===== src/hw/rtl/assert_macros.svh =====
// Assertion macros shared by the RTL of the binomial coefficient block.
`ifndef ASSERT_MACROS_SVH
`define ASSERT_MACROS_SVH

`ifndef SYNTHESIS

`define BC_ASSERT(label, clk, rst, prop) \
  label: assert property (@(posedge clk) disable iff (rst) prop) \
    else $error("assertion failed");

`define BC_ASSERT_NEVER(label, clk, rst, cond) \
  label: assert property (@(posedge clk) disable iff (rst) !(cond)) \
    else $error("forbidden condition seen");

`else

`define BC_ASSERT(label, clk, rst, prop)

`define BC_ASSERT_NEVER(label, clk, rst, cond)

`endif

`endif


===== src/hw/rtl/bc_pkg.sv =====
package bc_pkg;

  localparam int NW        = 6;
  localparam int COEF_W    = 31;
  localparam int STEP_W    = 5;
  localparam int PROD_W    = COEF_W + NW;
  localparam int REM_W     = 5;
  localparam int DIV_CNT_W = 6;
  localparam int DIV_STEPS = PROD_W;

  localparam logic [COEF_W-1:0] COEF_SAT = {COEF_W{1'b1}};

  typedef enum logic [4:0] {
    S_IDLE  = 5'b00001,
    S_CHECK = 5'b00010,
    S_MUL   = 5'b00100,
    S_DIV   = 5'b01000,
    S_DONE  = 5'b10000
  } state_t;

  typedef struct packed {
    logic load;
    logic mul;
    logic div_step;
    logic fin;
  } cmd_t;

  typedef struct packed {
    logic last_step;
    logic div_last;
  } status_t;

endpackage


===== src/hw/rtl/bc_ctrl.sv =====
`include "assert_macros.svh"

module bc_ctrl (
  input  logic            clk,
  input  logic            rst,
  input  logic            start,
  input  bc_pkg::status_t status,
  output bc_pkg::cmd_t    cmd,
  output logic            busy,
  output logic            done
);
  import bc_pkg::*;

  state_t state;
  state_t state_next;

  always_ff @(posedge clk) begin
    if (rst) begin
      state <= S_IDLE;
    end else begin
      state <= state_next;
    end
  end

  always_comb begin
    state_next = state;
    cmd        = '0;
    unique case (state)
      S_IDLE: begin
        if (start) begin
          cmd.load   = 1'b1;
          state_next = S_CHECK;
        end
      end
      S_CHECK: begin
        if (status.last_step) begin
          cmd.fin    = 1'b1;
          state_next = S_DONE;
        end else begin
          state_next = S_MUL;
        end
      end
      S_MUL: begin
        cmd.mul    = 1'b1;
        state_next = S_DIV;
      end
      S_DIV: begin
        cmd.div_step = 1'b1;
        if (status.div_last) begin
          state_next = S_CHECK;
        end
      end
      S_DONE: begin
        state_next = S_IDLE;
      end
      default: begin
        state_next = S_IDLE;
      end
    endcase
  end

  assign busy = (state != S_IDLE);
  assign done = (state == S_DONE);

  `BC_ASSERT(a_done_single, clk, rst, done |=> !busy)
  `BC_ASSERT(a_load_to_check, clk, rst, cmd.load |=> (state == S_CHECK))
  `BC_ASSERT(a_div_exit, clk, rst, (cmd.div_step && status.div_last) |=> (state == S_CHECK))

endmodule


===== src/hw/rtl/bc_dp.sv =====
`include "assert_macros.svh"

module bc_dp #(
  parameter int MAX_SET_SIZE = 33
) (
  input  logic                        clk,
  input  logic                        rst,
  input  bc_pkg::cmd_t                cmd,
  input  logic [bc_pkg::NW-1:0]       set_size,
  input  logic [bc_pkg::NW-1:0]       choose_count,
  output bc_pkg::status_t             status,
  output logic [bc_pkg::COEF_W-1:0]   coefficient
);
  import bc_pkg::*;

  logic [NW-1:0]        n_r;
  logic [STEP_W-1:0]    steps;
  logic [STEP_W-1:0]    idx;
  logic                 k_above;
  logic                 n_big;
  logic [COEF_W-1:0]    acc;
  logic [PROD_W-1:0]    quo;
  logic [REM_W-1:0]     rem;
  logic [DIV_CNT_W-1:0] dcnt;
  logic [COEF_W-1:0]    coef;

  logic [NW-1:0]        diff;
  logic [NW-1:0]        fold;
  logic                 k_above_in;
  logic                 n_big_in;
  logic [NW-1:0]        factor;
  logic [NW-1:0]        divisor;
  logic [NW-1:0]        r2;
  logic                 ge;
  logic [NW-1:0]        r2_sub;
  logic [PROD_W-1:0]    quo_next;

  assign k_above_in = (choose_count > set_size);
  assign n_big_in   = (set_size > NW'(MAX_SET_SIZE));
  assign diff       = set_size - choose_count;
  assign fold       = (choose_count > diff) ? diff : choose_count;

  assign factor   = n_r - {1'b0, idx};
  assign divisor  = {1'b0, idx} + NW'(1);
  assign r2       = {rem, quo[PROD_W-1]};
  assign ge       = (r2 >= divisor);
  assign r2_sub   = r2 - divisor;
  assign quo_next = {quo[PROD_W-2:0], ge};

  always_ff @(posedge clk) begin
    if (cmd.load) begin
      n_r     <= set_size;
      k_above <= k_above_in;
      n_big   <= n_big_in;
      idx     <= '0;
      acc     <= COEF_W'(1);
      if (k_above_in || n_big_in) begin
        steps <= '0;
      end else begin
        steps <= fold[STEP_W-1:0];
      end
    end
    if (cmd.mul) begin
      quo  <= PROD_W'(acc) * PROD_W'(factor);
      rem  <= '0;
      dcnt <= '0;
    end
    if (cmd.div_step) begin
      quo  <= quo_next;
      rem  <= ge ? r2_sub[REM_W-1:0] : r2[REM_W-1:0];
      dcnt <= dcnt + DIV_CNT_W'(1);
      if (status.div_last) begin
        acc <= quo_next[COEF_W-1:0];
        idx <= idx + STEP_W'(1);
      end
    end
    if (cmd.fin) begin
      if (k_above) begin
        coef <= '0;
      end else if (n_big) begin
        coef <= COEF_SAT;
      end else begin
        coef <= acc;
      end
    end
  end

  assign status.last_step = (idx == steps);
  assign status.div_last  = (dcnt == DIV_CNT_W'(DIV_STEPS - 1));
  assign coefficient      = coef;

  `BC_ASSERT_NEVER(a_rem_below_divisor, clk, rst, cmd.div_step && ({1'b0, rem} >= divisor))

endmodule


===== src/hw/rtl/binomial_coefficient.sv =====
// Each accepted start runs min(k, n - k) steps, each a multiply and a restoring divide;
// no steps run when k > n or n exceeds MAX_SET_SIZE.
// Throughput: one item at a time; busy stays high until the done cycle has passed.
// The receiver cannot stall: coefficient is valid for the single cycle done is high.
// Reset (rst, synchronous, active high) returns the controller to idle.
module binomial_coefficient #(
  parameter int MAX_SET_SIZE = 33
) (
  input  logic                      clk,
  input  logic                      rst,
  input  logic                      start,
  output logic                      busy,
  input  logic [bc_pkg::NW-1:0]     set_size,
  input  logic [bc_pkg::NW-1:0]     choose_count,
  output logic                      done,
  output logic [bc_pkg::COEF_W-1:0] coefficient
);
  import bc_pkg::*;

  cmd_t    cmd;
  status_t status;

  bc_ctrl u_ctrl (
    .clk    (clk),
    .rst    (rst),
    .start  (start),
    .status (status),
    .cmd    (cmd),
    .busy   (busy),
    .done   (done)
  );

  bc_dp #(
    .MAX_SET_SIZE (MAX_SET_SIZE)
  ) u_dp (
    .clk          (clk),
    .rst          (rst),
    .cmd          (cmd),
    .set_size     (set_size),
    .choose_count (choose_count),
    .status       (status),
    .coefficient  (coefficient)
  );

endmodule


===== config.mk =====
export PLATFORM = sky130hd
export DESIGN_NAME = binomial_coefficient
export DESIGN_NICKNAME = d
export VERILOG_FILES = /design/src/hw/rtl/bc_pkg.sv /design/src/hw/rtl/bc_ctrl.sv /design/src/hw/rtl/bc_dp.sv /design/src/hw/rtl/binomial_coefficient.sv
export VERILOG_INCLUDE_DIRS = /design/src /design/src/hw/rtl
export SDC_FILE = /design/constraint.sdc
export NUM_CORES = 1
export LEC_CHECK = 0
export BUFFER_PORTS_ARGS = -buffer_cell sky130_fd_sc_hd__buf_2
export CAP_MARGIN = 10
export CORE_UTILIZATION = 45
export CTS_BUF_LIST = sky130_fd_sc_hd__clkbuf_8
export DETAILED_ROUTE_END_ITERATION = 8
export SYNTH_ARGS = -nofsm -noshare
export SYNTH_HDL_FRONTEND = slang
export SYNTH_SLANG_ARGS = --single-unit

===== constraint.sdc =====
create_clock -name clk -period 7.35 [get_ports clk]
set_input_delay 0.735 -clock clk [delete_from_list [all_inputs] [get_ports clk]]
set_output_delay 0.735 -clock clk [all_outputs]
set_load 0.02 [all_outputs]

==> metrics.cfg <==
[sta]
max_slew_margin_pct=36.2
finalCriticalPeriod_ns=6.71
finClkSkew_ns=0.0153
max_freq_ghz=0.149
worst_pin_slew_ns=0.957
finalHoldViolations=0
min_period_over_period_pct=91.3
rsz0062_at_grt=false
setup_tns_ns=0
setup_viol=0
slew_viol_final=0

[pwr]
p_leak_nw=5.16
p_per_area_nw_per_um2=137
ir_drop_mv=0.0728

[synthesis]
synth_top_area_share_pct=24.0
synth_edf_count=92
ys.warnings.count=0
synth_area_leaders=edfxtp_1, fa_1, ha_1
yosys_most_used_dff=edfxtp_1
ys_types=64
synth_seq_cells=133
syn_inst=1194
netlist_area_um2=11500
syn-num-nets=1400
yosysSeqAreaShare_pct=31.1
async_flop_share_pct=0
yosysTopAreaCell=edfxtp_1
yosys-top-cells-count=inv_1, nor2_1, fa_1
synth.most_common_cell=inv_1
syn_avg_cell_area_um2=9.66

[drt]
met1_length_um=12000
postRouteAntennaNets=0
drt-pass1-iter-count=5
drc=0
routed_via_density=5.23
via_count=8236
wl_met2_um=12400
routed.top_layer=met4
routed-wl-met3_um=810
drt-wirelength-per-cell_um=16.2
drt_iter0_drc=464
drt_wl_total_um=25500

[clock_network]
clk_path_buf_depth=2
cts_made_buffers=17
cts_sinks=133
clk_pin_slew_ns=0.09
clock_latency_ns=0.47
cts_tree=yes
postCtsHoldBufs=0
post_cts_buffers=0
clock-root-buffer=clkbuf_8
h-tree-depth=4

[cells_and_area]
drive_gt1_share_pct=10.1
final_nets=1439
diodes=0
n_fill_cell=2385
final_cell_area_um2=12500
area_delta_synth_final_pct=8.52

[floorplan]
dieArea_um2=26300
die_h_um=162
die_width_um=162
start_util_pct=45.8
std_cell_rows=58
ios=48
core_area_um2=25200

[global_route]
grt-ovfl-total=0
grt_pass1_vias=8686
grt_pass1_wl_um=44000
grtUsageTotal_pct=21.3
grt_max_degree=61
antenna_found_initial=0

[placement]
place.gp.congestion=0.859
hpwl_um=18600
port_buffers=47
post_dp_cell_area_um2=12200

[worst_setup_path]
crit_type=reg2reg
crit_chain=inv_1 -> ha_1 -> a21o_1 -> a21o_1 -> a21o_1 -> a21oi_1 -> xnor2_4 -> nor2b_1 -> fa_1 -> inv_1 -> fa_1 -> fa_1 -> inv_1 -> ha_1 -> a21o_2 -> a31oi_1 -> o21ai_1 -> a41oi_1 -> o21ai_0 -> a21boi_1 -> o221ai_1 -> a311oi_1 -> xor2_1 -> o21ai_0
cp-start-kind=register
cpMaxStageDelayCell=fa_1
cpPeakStageDelay_ns=0.55
cp-end-kind=register
arrival_ns=6.90
ff2ff_setup_slack_ns=0.64
cp_top_family=compound AO/OA/AOI/OAI gates
crit_buf_inv=3
cp.required_ns=7.54
critPathMaxFanout=15

[status]
status=finished, final reports clean

[flow_run]
cap_violations=0

[min_path]
hp-class=in2reg

-- metal layers --
| layer | up-vias | GRT usage (%) |
|---|---|---|
| met5 | - | 0 |
| li1 | 3981 | - |
| met3 | 25 | 3.14 |
| met1 | 4094 | 28.5 |
| met2 | 136 | 35.9 |
| met4 | 0 | 6.13 |
-- per-stage QoR --
step | setup WS [ns] | util (%) | instances | power [mW] | hold slack, ns
global route | 0.0491 | 49.7 | 1576 | 1.80 | 0.444
floorplan | 1.21 | - | 1194 | 1.05 | 0.467
finish | 0.638 | 49.7 | 1576 | 1.72 | 0.466
CTS | 0.552 | 49.7 | 1576 | 1.74 | 0.439
global placement | 0.723 | 48.3 | 1544 | 1.16 | 0.475
detailed placement | 0.564 | 48.3 | 1544 | 1.16 | 0.477
-- final cells by class --
class / instances / area [um^2] / area share [%]
Clock inverter: 14 / 104 / 0.830
Timing Repair Buffer: 66 / 378 / 3.02
Multi-Input combinational cell: 864 / 7220 / 57.7
Inverter: 151 / 567 / 4.53
Clock buffer: 18 / 248 / 1.98
Tap cell: 330 / 413 / 3.30
Sequential cell: 133 / 3580 / 28.6
-- cell usage in the layout, fill, tap and decap left out, types with 34 or more instances in the layout --
| master | n |
|---|---|
| and2_1 | 68 |
| edfxtp_1 | 92 |
| nor2_1 | 117 |
| dfxtp_1 | 41 |
| inv_1 | 152 |
| ha_1 | 71 |
| nand2_1 | 109 |
| fa_1 | 120 |
| buf_2 | 47 |
| a21oi_1 | 63 |
| nor2b_1 | 40 |
| o21ai_0 | 34 |
-- logic make-up (layout without fill, tap and decap cells) --
family,Yosys count,after routing,share of synthesized area [%]
muxes,5,5,0.434
buffers and inverters,197,249,6.89
AOI/OAI and AO/OA,194,194,11.2
DFF,133,133,31.1
and+or+nand+nor,421,421,17.9
xor gates and xnor gates,53,53,4.03
adders and majority gates,191,191,28.5
-- flip-flops by register name (all words and copies together), names as in the netlist, 6 cells and up --
name,flops
u_dp.n_r,6
u_dp.coefficient,31
u_dp.dcnt,6
u_dp.quo,37
u_dp.acc,31
-- worst reg2reg max path, delay by kind of cell, from the launching register on --
| family | cells | cell delay (ns) |
|---|---|---|
| AO/OA/AOI/OAI | 13 | 2.93 |
| XOR/XNOR | 2 | 0.46 |
| adder cells (fa/ha/maj) | 5 | 2.27 |
| buffers and inverters | 3 | 0.20 |
| flip-flops | 1 | 0.43 |
| AND/OR/NAND/NOR | 1 | 0.15 |
-- worst paths after layout --
path,startpoint,end,depth (start not counted)
max,u_dp.idx[1]$_DFF_P_,u_dp.quo[24]$_DFFE_PP_,24
min,rst,u_ctrl.state[4]$_SDFFE_PP0P_,2
min reg2reg,u_dp.quo[3]$_DFFE_PP_,u_dp.acc[4]$_DFF_P_,1
max reg2reg,u_dp.idx[1]$_DFF_P_,u_dp.quo[24]$_DFFE_PP_,24
-- power by group --
part	leakage, nW	internal, mW	switching [mW]	total (mW)
sequential	1.25	0.822	0.00881	0.830
combinational	3.74	0.104	0.207	0.312
clock	0.170	0.245	0.332	0.577
total	5.16	1.17	0.548	1.72
-- repair_timing --
item                       in CTS  in global routing
resized for setup               0                  1
hold endpoints to repair        0                  0
setup endpoints to repair       0                  1
(Power assumes the default switching activity.)
